==> config.mk <==
export PLATFORM = sky130hd
export DESIGN_NAME = single_wire_brightness_sender_core
export DESIGN_NICKNAME = d
export VERILOG_FILES = /design/src/hw/rtl/swbs_pkg.sv /design/src/hw/rtl/single_wire_brightness_sender_core.sv /design/src/hw/rtl/swbs_cfg.sv /design/src/hw/rtl/swbs_step.sv
export VERILOG_INCLUDE_DIRS = /design/src /design/src/hw/rtl
export SDC_FILE = /design/constraint.sdc
export NUM_CORES = 1
export LEC_CHECK = 0
export ABC_AREA = 1
export BUFFER_PORTS_ARGS = -buffer_cell sky130_fd_sc_hd__clkbuf_2
export CAP_MARGIN = 20
export CORE_MARGIN = 2
export CORE_UTILIZATION = 60
export CTS_CLUSTER_SIZE = 8
export DETAILED_ROUTE_END_ITERATION = 16
export PLACE_DENSITY_LB_ADDON = 0.3
export SLEW_MARGIN = 20
export SYNTH_ARGS = -nofsm -noshare
export SYNTH_HDL_FRONTEND = slang
export SYNTH_SLANG_ARGS = --single-unit
==> constraint.sdc <==
create_clock -name clk -period 2.7 [get_ports clk]
set_clock_uncertainty 0.05 [all_clocks]
set_input_delay 0.135 -clock clk [delete_from_list [all_inputs] [get_ports clk]]
set_output_delay 0.135 -clock clk [all_outputs]
set_load 0.03 [all_outputs]
==> src/hw/rtl/single_wire_brightness_sender_core_defines.svh <==
// ----------------------------------------------------------------------------
// Single-wire brightness sender: assertion macros
// Shared concurrent assertion forms used by the sender's top level.
// ----------------------------------------------------------------------------
`ifndef SINGLE_WIRE_BRIGHTNESS_SENDER_CORE_DEFINES_SVH
`define SINGLE_WIRE_BRIGHTNESS_SENDER_CORE_DEFINES_SVH

// Same-cycle implication, checked on every rising edge outside reset.
`define SWBS_ASSERT_NOW(label, ante, cons, msg) \
    label: assert property (@(posedge clk) disable iff (!rst_n) (ante) |-> (cons)) \
        else $error(msg);

// Next-cycle implication, checked on every rising edge outside reset.
`define SWBS_ASSERT_NEXT(label, ante, cons, msg) \
    label: assert property (@(posedge clk) disable iff (!rst_n) (ante) |=> (cons)) \
        else $error(msg);

`endif

==> src/hw/rtl/swbs_pkg.sv <==
// ----------------------------------------------------------------------------
// Single-wire brightness sender: shared package
// Types, codes and constants used by the sender's modules.
// ----------------------------------------------------------------------------
package swbs_pkg;

    localparam int CFG_INDEX_W = 2;

    // Configuration register indexes.
    localparam logic [CFG_INDEX_W-1:0] CFG_SHUTDOWN_SLOTS = 2'd0;
    localparam logic [CFG_INDEX_W-1:0] CFG_DEVICE_ADDRESS = 2'd1;

    localparam logic [7:0] SHUTDOWN_SLOTS_RST = 8'd45;
    localparam logic [7:0] DEVICE_ADDRESS_RST = 8'h72;

    // Input action codes.
    localparam logic ACT_START = 1'b0;
    localparam logic ACT_TICK  = 1'b1;

    localparam logic [4:0] LEVEL_MAX = 5'd31;
    localparam logic [7:0] DATA_CMD  = 8'h40;

    // Init pattern, slot i of the pattern is bit i: high,high,low x5,high.
    localparam logic [7:0] INIT_PATTERN = 8'b1000_0011;
    localparam logic [7:0] INIT_SLOTS   = 8'd8;

    typedef enum logic [6:0] {
        PH_IDLE  = 7'b000_0001,
        PH_SHUT  = 7'b000_0010,
        PH_INIT  = 7'b000_0100,
        PH_ABITS = 7'b000_1000,
        PH_AEOS  = 7'b001_0000,
        PH_DBITS = 7'b010_0000,
        PH_DEOS  = 7'b100_0000
    } phase_t;

    typedef struct packed {
        phase_t     phase;
        logic [7:0] slot_count;
        logic [2:0] bit_index;
        logic [1:0] slot_in_bit;
        logic [7:0] shift_byte;
        logic [7:0] data_byte;
        logic       level_out;
    } state_t;

    typedef struct packed {
        logic line_level;
        logic busy;
        logic done;
    } result_t;

    typedef struct packed {
        logic [7:0] shutdown_slots;
        logic [7:0] device_address;
    } cfg_t;

endpackage

==> src/hw/rtl/single_wire_brightness_sender_core.sv <==
// ----------------------------------------------------------------------------
// Single-wire brightness sender core
// Slot-by-slot transmitter for a one-wire brightness control line.
// ----------------------------------------------------------------------------
// A start beat (action 0) latches a brightness level, saturated to 31, and
// arms the sequence; each tick beat (action 1) drives one slot and returns
// the line level for it. The sequence holds the line low for shutdown_slots
// slots (0 acts as 1), sends high,high, five lows and a high, then the
// address byte and the data byte (0x40 OR level), MSB first, one bit in four
// slots, each byte closed by low,high; after that the line rests high. Every
// input beat yields exactly one result beat. The block takes one beat per
// clock cycle while results drain; an accepted beat lands in the input
// register and moves through the slot step logic into the result register
// once that register is empty or draining. The result register lets a new
// beat be taken while an earlier result still waits on out_ready.
// device_address is sampled when the address byte begins. Configuration
// writes are always ready and should be issued only while the sender has
// no beats in flight.
// ----------------------------------------------------------------------------
`include "single_wire_brightness_sender_core_defines.svh"

module single_wire_brightness_sender_core (
    input  logic                              clk,
    input  logic                              rst_n,
    input  logic                              cfg_valid,
    output logic                              cfg_ready,
    input  logic [swbs_pkg::CFG_INDEX_W-1:0]  cfg_index,
    input  logic [7:0]                        cfg_data,
    input  logic                              in_valid,
    output logic                              in_ready,
    input  logic                              action,
    input  logic [7:0]                        brightness,
    output logic                              out_valid,
    input  logic                              out_ready,
    output logic                              line_level,
    output logic                              busy_res,
    output logic                              done_res
);
    import swbs_pkg::*;

    cfg_t    cfg;
    state_t  state_reg;
    state_t  state_next;
    result_t step_res;

    // Input register.
    logic       in_valid_reg;
    logic       action_reg;
    logic [7:0] brightness_reg;

    // Result register.
    logic       out_valid_reg;
    result_t    res_reg;

    logic       advance;

    swbs_cfg u_cfg (
        .clk       (clk),
        .rst_n     (rst_n),
        .cfg_valid (cfg_valid),
        .cfg_ready (cfg_ready),
        .cfg_index (cfg_index),
        .cfg_data  (cfg_data),
        .cfg       (cfg)
    );

    // The held beat moves on when the result register is empty or draining.
    assign advance  = in_valid_reg && (!out_valid_reg || out_ready);
    assign in_ready = !in_valid_reg || advance;

    always_ff @(posedge clk or negedge rst_n)
    begin
        if (!rst_n)
        begin
            in_valid_reg   <= 1'b0;
            action_reg     <= ACT_TICK;
            brightness_reg <= 8'd0;
        end
        else if (in_valid && in_ready)
        begin
            in_valid_reg   <= 1'b1;
            action_reg     <= action;
            brightness_reg <= brightness;
        end
        else if (advance)
        begin
            in_valid_reg <= 1'b0;
        end
    end

    swbs_step u_step (
        .cur        (state_reg),
        .action     (action_reg),
        .brightness (brightness_reg),
        .cfg        (cfg),
        .nxt        (state_next),
        .res        (step_res)
    );

    // Sequencer state advances only when a beat is processed.
    always_ff @(posedge clk or negedge rst_n)
    begin
        if (!rst_n)
        begin
            state_reg.phase       <= PH_IDLE;
            state_reg.slot_count  <= 8'd0;
            state_reg.bit_index   <= 3'd0;
            state_reg.slot_in_bit <= 2'd0;
            state_reg.shift_byte  <= 8'd0;
            state_reg.data_byte   <= 8'd0;
            state_reg.level_out   <= 1'b0;
        end
        else if (advance)
        begin
            state_reg <= state_next;
        end
    end

    always_ff @(posedge clk or negedge rst_n)
    begin
        if (!rst_n)
        begin
            out_valid_reg <= 1'b0;
            res_reg       <= '0;
        end
        else if (advance)
        begin
            out_valid_reg <= 1'b1;
            res_reg       <= step_res;
        end
        else if (out_ready)
        begin
            out_valid_reg <= 1'b0;
        end
    end

    assign out_valid  = out_valid_reg;
    assign line_level = res_reg.line_level;
    assign busy_res   = res_reg.busy;
    assign done_res   = res_reg.done;

    // A final slot must leave the sequencer idle.
    `SWBS_ASSERT_NEXT(a_done_goes_idle, advance && step_res.done,
        state_reg.phase == PH_IDLE,
        "done slot did not return to idle")

    // A start beat always rearms the shutdown hold from its first slot.
    `SWBS_ASSERT_NEXT(a_start_arms, advance && (action_reg == ACT_START),
        (state_reg.phase == PH_SHUT) && (state_reg.slot_count == 8'd0),
        "start beat did not arm the shutdown hold")

    // A held beat that cannot move on stays held.
    `SWBS_ASSERT_NEXT(a_held_beat_kept, in_valid_reg && !advance,
        in_valid_reg && $stable(action_reg) && $stable(brightness_reg),
        "held input beat was lost")

endmodule

==> src/hw/rtl/swbs_cfg.sv <==
// ----------------------------------------------------------------------------
// Single-wire brightness sender: configuration registers
// Decodes register writes into the shutdown length and device address.
// ----------------------------------------------------------------------------
module swbs_cfg (
    input  logic                              clk,
    input  logic                              rst_n,
    input  logic                              cfg_valid,
    output logic                              cfg_ready,
    input  logic [swbs_pkg::CFG_INDEX_W-1:0]  cfg_index,
    input  logic [7:0]                        cfg_data,
    output swbs_pkg::cfg_t                    cfg
);
    import swbs_pkg::*;

    logic [7:0] shutdown_slots_reg;
    logic [7:0] device_address_reg;

    assign cfg_ready = 1'b1;

    always_ff @(posedge clk or negedge rst_n)
    begin
        if (!rst_n)
        begin
            shutdown_slots_reg <= SHUTDOWN_SLOTS_RST;
            device_address_reg <= DEVICE_ADDRESS_RST;
        end
        else if (cfg_valid)
        begin
            unique case (cfg_index)
                CFG_SHUTDOWN_SLOTS: shutdown_slots_reg <= cfg_data;
                CFG_DEVICE_ADDRESS: device_address_reg <= cfg_data;
                default:
                begin
                    // Writes to unused indexes are dropped.
                end
            endcase
        end
    end

    assign cfg.shutdown_slots = shutdown_slots_reg;
    assign cfg.device_address = device_address_reg;

endmodule

==> src/hw/rtl/swbs_step.sv <==
// ----------------------------------------------------------------------------
// Single-wire brightness sender: slot step logic
// Computes the next sequencer state and the result for one item.
// ----------------------------------------------------------------------------
module swbs_step (
    input  swbs_pkg::state_t  cur,
    input  logic              action,
    input  logic [7:0]        brightness,
    input  swbs_pkg::cfg_t    cfg,
    output swbs_pkg::state_t  nxt,
    output swbs_pkg::result_t res
);
    import swbs_pkg::*;

    logic [4:0] level;
    logic [7:0] shut_len;
    logic [7:0] count_inc;
    logic       bit_one;
    logic       bit_level;
    logic       byte_done;

    assign level     = (brightness > {3'b000, LEVEL_MAX}) ? LEVEL_MAX : brightness[4:0];
    assign shut_len  = (cfg.shutdown_slots == 8'd0) ? 8'd1 : cfg.shutdown_slots;
    assign count_inc = cur.slot_count + 8'd1;
    assign bit_one   = cur.shift_byte[7];
    // A one is low,high,high,high; a zero is low,low,low,high.
    assign bit_level = (cur.slot_in_bit == 2'd0) ? 1'b0
                     : (bit_one ? 1'b1 : (cur.slot_in_bit == 2'd3));
    assign byte_done = (cur.slot_in_bit == 2'd3) && (cur.bit_index == 3'd7);

    always_comb
    begin
        nxt      = cur;
        res.busy = 1'b1;
        res.done = 1'b0;
        if (action == ACT_START)
        begin
            nxt.data_byte   = DATA_CMD | {3'b000, level};
            nxt.phase       = PH_SHUT;
            nxt.slot_count  = 8'd0;
            nxt.bit_index   = 3'd0;
            nxt.slot_in_bit = 2'd0;
        end
        else
        begin
            unique case (cur.phase)
                PH_SHUT:
                begin
                    nxt.level_out  = 1'b0;
                    nxt.slot_count = count_inc;
                    if (count_inc >= shut_len)
                    begin
                        nxt.phase      = PH_INIT;
                        nxt.slot_count = 8'd0;
                    end
                end
                PH_INIT:
                begin
                    nxt.level_out  = INIT_PATTERN[cur.slot_count[2:0]];
                    nxt.slot_count = count_inc;
                    if (count_inc >= INIT_SLOTS)
                    begin
                        nxt.slot_count  = 8'd0;
                        nxt.phase       = PH_ABITS;
                        nxt.shift_byte  = cfg.device_address;
                        nxt.bit_index   = 3'd0;
                        nxt.slot_in_bit = 2'd0;
                    end
                end
                PH_ABITS, PH_DBITS:
                begin
                    nxt.level_out   = bit_level;
                    nxt.slot_in_bit = cur.slot_in_bit + 2'd1;
                    if (cur.slot_in_bit == 2'd3)
                    begin
                        nxt.shift_byte = {cur.shift_byte[6:0], 1'b0};
                        nxt.bit_index  = cur.bit_index + 3'd1;
                    end
                    if (byte_done)
                    begin
                        nxt.phase = (cur.phase == PH_ABITS) ? PH_AEOS : PH_DEOS;
                    end
                end
                PH_AEOS, PH_DEOS:
                begin
                    // End of byte: low then high.
                    nxt.level_out = cur.slot_in_bit[0];
                    if (cur.slot_in_bit == 2'd0)
                    begin
                        nxt.slot_in_bit = 2'd1;
                    end
                    else if (cur.phase == PH_AEOS)
                    begin
                        nxt.phase       = PH_DBITS;
                        nxt.shift_byte  = cur.data_byte;
                        nxt.bit_index   = 3'd0;
                        nxt.slot_in_bit = 2'd0;
                    end
                    else
                    begin
                        nxt.phase       = PH_IDLE;
                        nxt.slot_in_bit = 2'd0;
                        res.done        = 1'b1;
                    end
                end
                default:
                begin
                    nxt.phase = PH_IDLE;
                    res.busy  = 1'b0;
                end
            endcase
        end
        res.line_level = nxt.level_out;
    end

endmodule

; Word level (Yosys, flattened, before mapping)
; Memory sizes are Yosys's and may differ from the RTL's.
; Cells that the tools add are included.
[totals]
mem_bits_ro = 8
n_memories = 1
out_inout_bits = 6
elab_cells = 104
register_bits = 64
[memory_table]
columns = memory, depth, width, rd, rd_clocked_by_memory_dff, wr, line_no
row1 = (no name shown), 8, 1, 1, 0, 0, swbs_step.sv:59  ; nxt.level_out = INIT_PATTERN[cur.slot_count[2:0]];
[op_classes]
n_addsub = 3
n_bitwise = 1
muxes = 33
eq_ne = 21
order_cmp = 4
reduce_logical = 26
[ops]
columns = op, count
row1 = 13-bit one-hot mux with 3 select lines, 1
row2 = 8-bit 2-to-1 mux, 4
row3 = 28-bit 2-to-1 mux, 1
row4 = 7-bit one-hot mux with 4 select lines, 1
row5 = 7-bit 2-to-1 mux, 3
row6 = 20-bit 2-to-1 mux, 1
row7 = 8-bit one-hot mux with 2 select lines, 1
row8 = 15-bit 2-to-1 mux, 1
row9 = 3-bit by 2-bit != test with 1-bit output (second input constant), 5
row10 = 1-bit 2-to-1 mux, 13
row11 = 3-bit 2-to-1 mux, 3
row12 = 8-bit by 1-bit adder with 8-bit output (second input constant), 1
row13 = 8-bit by 4-bit greater-or-equal comparator with 1-bit output (second input constant), 1
row14 = 8-bit greater-or-equal comparator, 1
row15 = 8-bit by 5-bit > comparator with 1-bit output (second input constant), 1
row16 = 8-bit zero test, 1
row17 = 2-bit AND reduction, 4
row18 = 7-bit by 2-bit == test with 1-bit output (second input constant), 1
row19 = 7-bit by 3-bit == test with 1-bit output (second input constant), 1
row20 = 7-bit by 4-bit == test with 1-bit output (second input constant), 1
row21 = 7-bit by 5-bit == test with 1-bit output (second input constant), 1
row22 = 7-bit by 6-bit == test with 1-bit output (second input constant), 1
row23 = 7-bit == test (second input constant), 1
row24 = 7-bit AND reduction, 1
row25 = 28 further kinds, 38

; Depth between registers and ports, before layout
[logic_depth]
depth_word = 6
ltp_mapped = 16
ltp_nobuf = 16

; Modules after synthesis
; A second synthesis with hierarchy kept.
[hier_totals]
cells_unflattened = 627
area_unflattened_um2 = 4440.5
[modules_own_cells]
columns = module, instances, cells_per_inst, area_each_um2
row1 = single_wire_brightness_sender_core, 1, 220, 2019.4
row2 = swbs_step, 1, 334, 1704.1
row3 = swbs_cfg, 1, 73, 716.9

; Worst setup path after synthesis
; No wires, ideal clock.
[synth_timing]
path_kind = reg-to-reg
from = register state_reg[22] in the netlist's numbering
to = register state_reg[32] in the netlist's numbering
period_less_slack_ns = 2.347
n_path_buf = 0
stages_incl_launch_ff = 16
arrival_time_ns = 2.178
setup_time_ns = 0.119
path_slack_ns = 0.353
cell_sequence = dfrtp_1 > ha_1 > nand2_1 > inv_2 > nand3_1 > nand2_1 > nand2_1 > inv_1 > ha_1 > nand2_1 > nor2_1 > nand4_1 > nand4_2 > nand3_2 > nand2_1 > nand2_1
[synth_via]
elab_chain_len = 4
[synth_rtl]
columns = item, line_no
row1 = "start, declared", single_wire_brightness_sender_core.sv:42  ; state_t state_reg;
row2 = "start signal, assigned", single_wire_brightness_sender_core.sv:115  ; state_reg <= state_next;
row3 = 8-bit by 1-bit adder with 8-bit output *, swbs_step.sv:24  ; assign count_inc = cur.slot_count + 8'd1;
row4 = 8-bit by 4-bit greater-or-equal comparator with 1-bit output or 8-bit greater-or-equal comparator (tied branches), "swbs_step.sv:61, swbs_step.sv:51"
row5 = 3-bit by 2-bit != test with 1-bit output (no source line), --
row6 = 5-bit AND reduction (no source line) *, --
; Every way passes the cells marked *; elsewhere a longest branch is shown, timed or not.
; A chain may end at the register's enable or synchronous reset.

; Worst setup path in the final report
[layout_timing]
from = register state_reg[22] in the netlist's numbering
to = register state_reg[35] in the netlist's numbering
; Same word-level chain as after synthesis.

==> impl_metrics.toml <==
[run_status]
outcome = "finished, violations left"
failed_checks = "negative hold slack"

[finish]
final_nets = 560
most_frequent_cells_in_the_layout = "sky130_fd_sc_hd__nand2_1, sky130_fd_sc_hd__inv_1, sky130_fd_sc_hd__dfrtp_1, sky130_fd_sc_hd__nor2_1, sky130_fd_sc_hd__o21ai_0"
layout-drive-gt1-share = 0.214
postLayoutCoreUtil = 0.723
largest_reg_flops = 34
antenna-diode-count = 0
layout.cells.most_common = "sky130_fd_sc_hd__nand2_1"
flow.area_growth_from_synthesis_pct = 14.6

[route]
wl_met1_mm = 3.58
met2RoutedLength_mm = 3.92
drcViolationCount = 0
drt_pre_antenna_iters = 5
top_layer_used = "met4"
detail_route.iter0.violations = 190
detailroute.wirelength.met3_um = 298
antenna_violating_nets_post_route = 0
routed_wire_length_per_instance_um = 13.3
overall_routed_net_length_mm = 8.01
via_count = 3241
vias_per_cell = 5.38

[sta]
layout_worst_path_cycle_share = 0.915
setup-violations-final = 0
totalNegativeSetupSlack_ns = 0
max-slew-margin-rel = 0.477
period_needed_ns = 2.47
timing_worst_slew_pin_value_ns = 0.784
timing.hold.ws_ns = -0.00412
grt_setup_unrepaired = "true"
maxSlewViolCount = 0
timing.final.hold_violations = 1
clock.fmax_ghz = 0.405

[synth]
synth.yosys.seq_area_share = 0.427
synthesis.instances = 474
synthesis.nets = 512
yosys_warnings = 0
synth.ff_latch_count = 64
postSynth.asyncResetShare = 1.00
yosys.cell_types.count = 35
synth_flop_cell = "sky130_fd_sc_hd__dfrtp_1"
synth_enable_flop_cells = 0
synth_area_per_cell_um2 = 7.97
syn_area_mm2 = 0.00378

[worst_hold_path]
holdCritPathClass = "primary input to flop"
hold-path-cell-count = 3

[worst_setup_path]
cp.buffers_inverters = 2
top_fanout_value_on_the_critical_path = 7
worstRegToRegCells = 15
crit_family = "simple AND/OR/NAND/NOR gates"
critical_path_required_ns = 2.87
crit_path_top_delay_cell = "sky130_fd_sc_hd__dfrtp_2"
slowest_delay_ns = 0.45
worst-path-stages = 15
cp_cell_sequence = "ha_1, nand2_1, inv_2, nand3_1, nand2_1, nand2_1, inv_1, ha_1, nand2_1, nor2_1, nand4_1, nand4_2, nand3_2, nand2_1, nand2_1"
timing_worst_setup_path_type = "flop to flop"
start_kind = "flop"
crit_top_cell = "sky130_fd_sc_hd__nand2_1"
end_kind = "flop"
worstPathArrival_ns = 2.64

[clocking]
cts.sinks = 64
cts-root-to-sink-buffers = 2
clk_pin_slew_worst_paths_ns = 0.08
cts_inserted_buffers = 9
clk_latency_ns = 0.35
cts-root-buf = "sky130_fd_sc_hd__clkbuf_8"
htreeDepth = 3
tritoncts = "yes"

[floorplanning]
boundaryPins = 30
floorplan.initialDensity = 0.631
core_area_mm2 = 0.00599
vertical_extent_of_the_die_um = 83.3
dieWidth_um = 83.3
fp-row-count = 28
design.die.area_mm2 = 0.00695

[global_route]
antenna_found_initial = 0
grt_pass1_vias = 3200
pin_count_of_the_biggest_net_entering_global_routing = 65
global_route_wire_length_before_repair_mm = 14.1
track_usage = 0.249
globalRouteOverflowTotal = 0

[placement]
placement.io_buffers = 28
gp_congestion = 0.856
place_hpwl_mm = 5.57

[power_and_ir_drop]
sequentialPowerShare = 0.443
total_leakage_power_nw = 2.29
pwr_density_cell_mw_per_mm2 = 641
power.share.clock = 0.307
design_power_total_mw = 2.77
power.share.combinational = 0.250
power_switching_mw = 0.980
proportion_of_total_power_due_to_net_switching = 0.353
internal_dissipation_mw = 1.79
irDropWorstVdd_v = 0.000467

[job]
drv.max_cap_violation_count = 0
[synthesized netlist by cell type (2+ instances only)]
master,n,area (µm²)
sky130_fd_sc_hd__nand2_1,148,556
sky130_fd_sc_hd__inv_1,57,214
sky130_fd_sc_hd__dfrtp_1,54,1350
sky130_fd_sc_hd__nor2_1,35,131
sky130_fd_sc_hd__o21ai_0,33,165
sky130_fd_sc_hd__nand3_1,28,140
sky130_fd_sc_hd__nand4_1,15,93.8
sky130_fd_sc_hd__ha_1,14,175
sky130_fd_sc_hd__dfstp_2,10,263
sky130_fd_sc_hd__inv_2,9,33.8
sky130_fd_sc_hd__nor2_4,9,101
sky130_fd_sc_hd__nand2_2,8,50.1
sky130_fd_sc_hd__a21oi_1,7,35.0
sky130_fd_sc_hd__mux2_2,7,78.8
sky130_fd_sc_hd__nor2_2,5,31.3
sky130_fd_sc_hd__nand2_4,4,45.0
sky130_fd_sc_hd__nand3_2,4,40.0
sky130_fd_sc_hd__buf_4,3,22.5
sky130_fd_sc_hd__clkbuf_1,3,11.3
sky130_fd_sc_hd__o21ai_1,3,15.0
sky130_fd_sc_hd__buf_6,2,22.5
sky130_fd_sc_hd__nand3b_4,2,40.0
sky130_fd_sc_hd__nand4_4,2,42.5
[cells by family after synthesis]
logic type | Yosys count | share of synthesized area
adder cells (fa/ha/maj) | 14 | 0.0464
other | 1 | 0.000993
multiplexers | 7 | 0.0209
AND/OR/NAND/NOR | 265 | 0.353
buffers and inverters | 75 | 0.0818
AO/OA/AOI/OAI | 48 | 0.0696
flip-flops | 64 | 0.427
[final cells by class]
cell class,instances,area [µm²]
sequential,64,1620
tap,75,93.8
clock buffer,9,124
clock inverter,7,77.6
timing repair buffer,46,315
fill,460,1660
inverter,66,248
multi-input combinational,335,1850
[metrics by stage]
step	setup WS [ns]	cells	area (µm²)
6_report	0.230	602	4330
5_1_grt	-0.0167	602	4330
4_1_cts	0.202	602	4330
3_5_place_dp	0.255	570	3970
3_3_place_gp	0.382	570	3970
2_1_floorplan	0.353	474	3780
[path summary, 6_finish.rpt]
kind	endpoint	slack (ns)	from
max	state_reg[35]	0.23	state_reg[22]
max in group asynchronous	state_reg[22]	1.61	rst_n
min in group asynchronous	u_cfg.shutdown_slots_reg[7]	0.45	rst_n
min reg2reg	u_cfg.shutdown_slots_reg[6]	0.44	u_cfg.shutdown_slots_reg[6]
max reg2reg	state_reg[35]	0.23	state_reg[22]
min	u_cfg.device_address_reg[1]	-0.004	cfg_data[1]
[what timing repair did]
action / in CTS / in global routing
hold buffers: 16 / 0
hold endpoints to repair: 72 / 0
setup endpoints to repair: 0 / 8
setup buffers: 0 / 0
resized for setup: 0 / 3
[tightest hold or removal path, stage by stage]
cell	delay [ns]
sky130_fd_sc_hd__clkbuf_2	0.08
sky130_fd_sc_hd__inv_1	0.06
sky130_fd_sc_hd__o21ai_0	0.10
[power groups by stage]
stage	clock [mW]	sequential, mW	combinational, mW
global placement	0	1.23	0.649
CTS	0.864	1.22	0.691
finish	0.853	1.23	0.694
floorplan	0	1.23	0.506
detailed placement	0	1.24	0.669
global route	0.911	1.25	0.783
[layer usage]
layer,up-vias,GRT usage
met4,0,0.104
met5,-,0
met2,76,0.415
li1,1602,-
met1,1540,0.325
met3,23,0.0358
(Power assumes the default switching activity.)
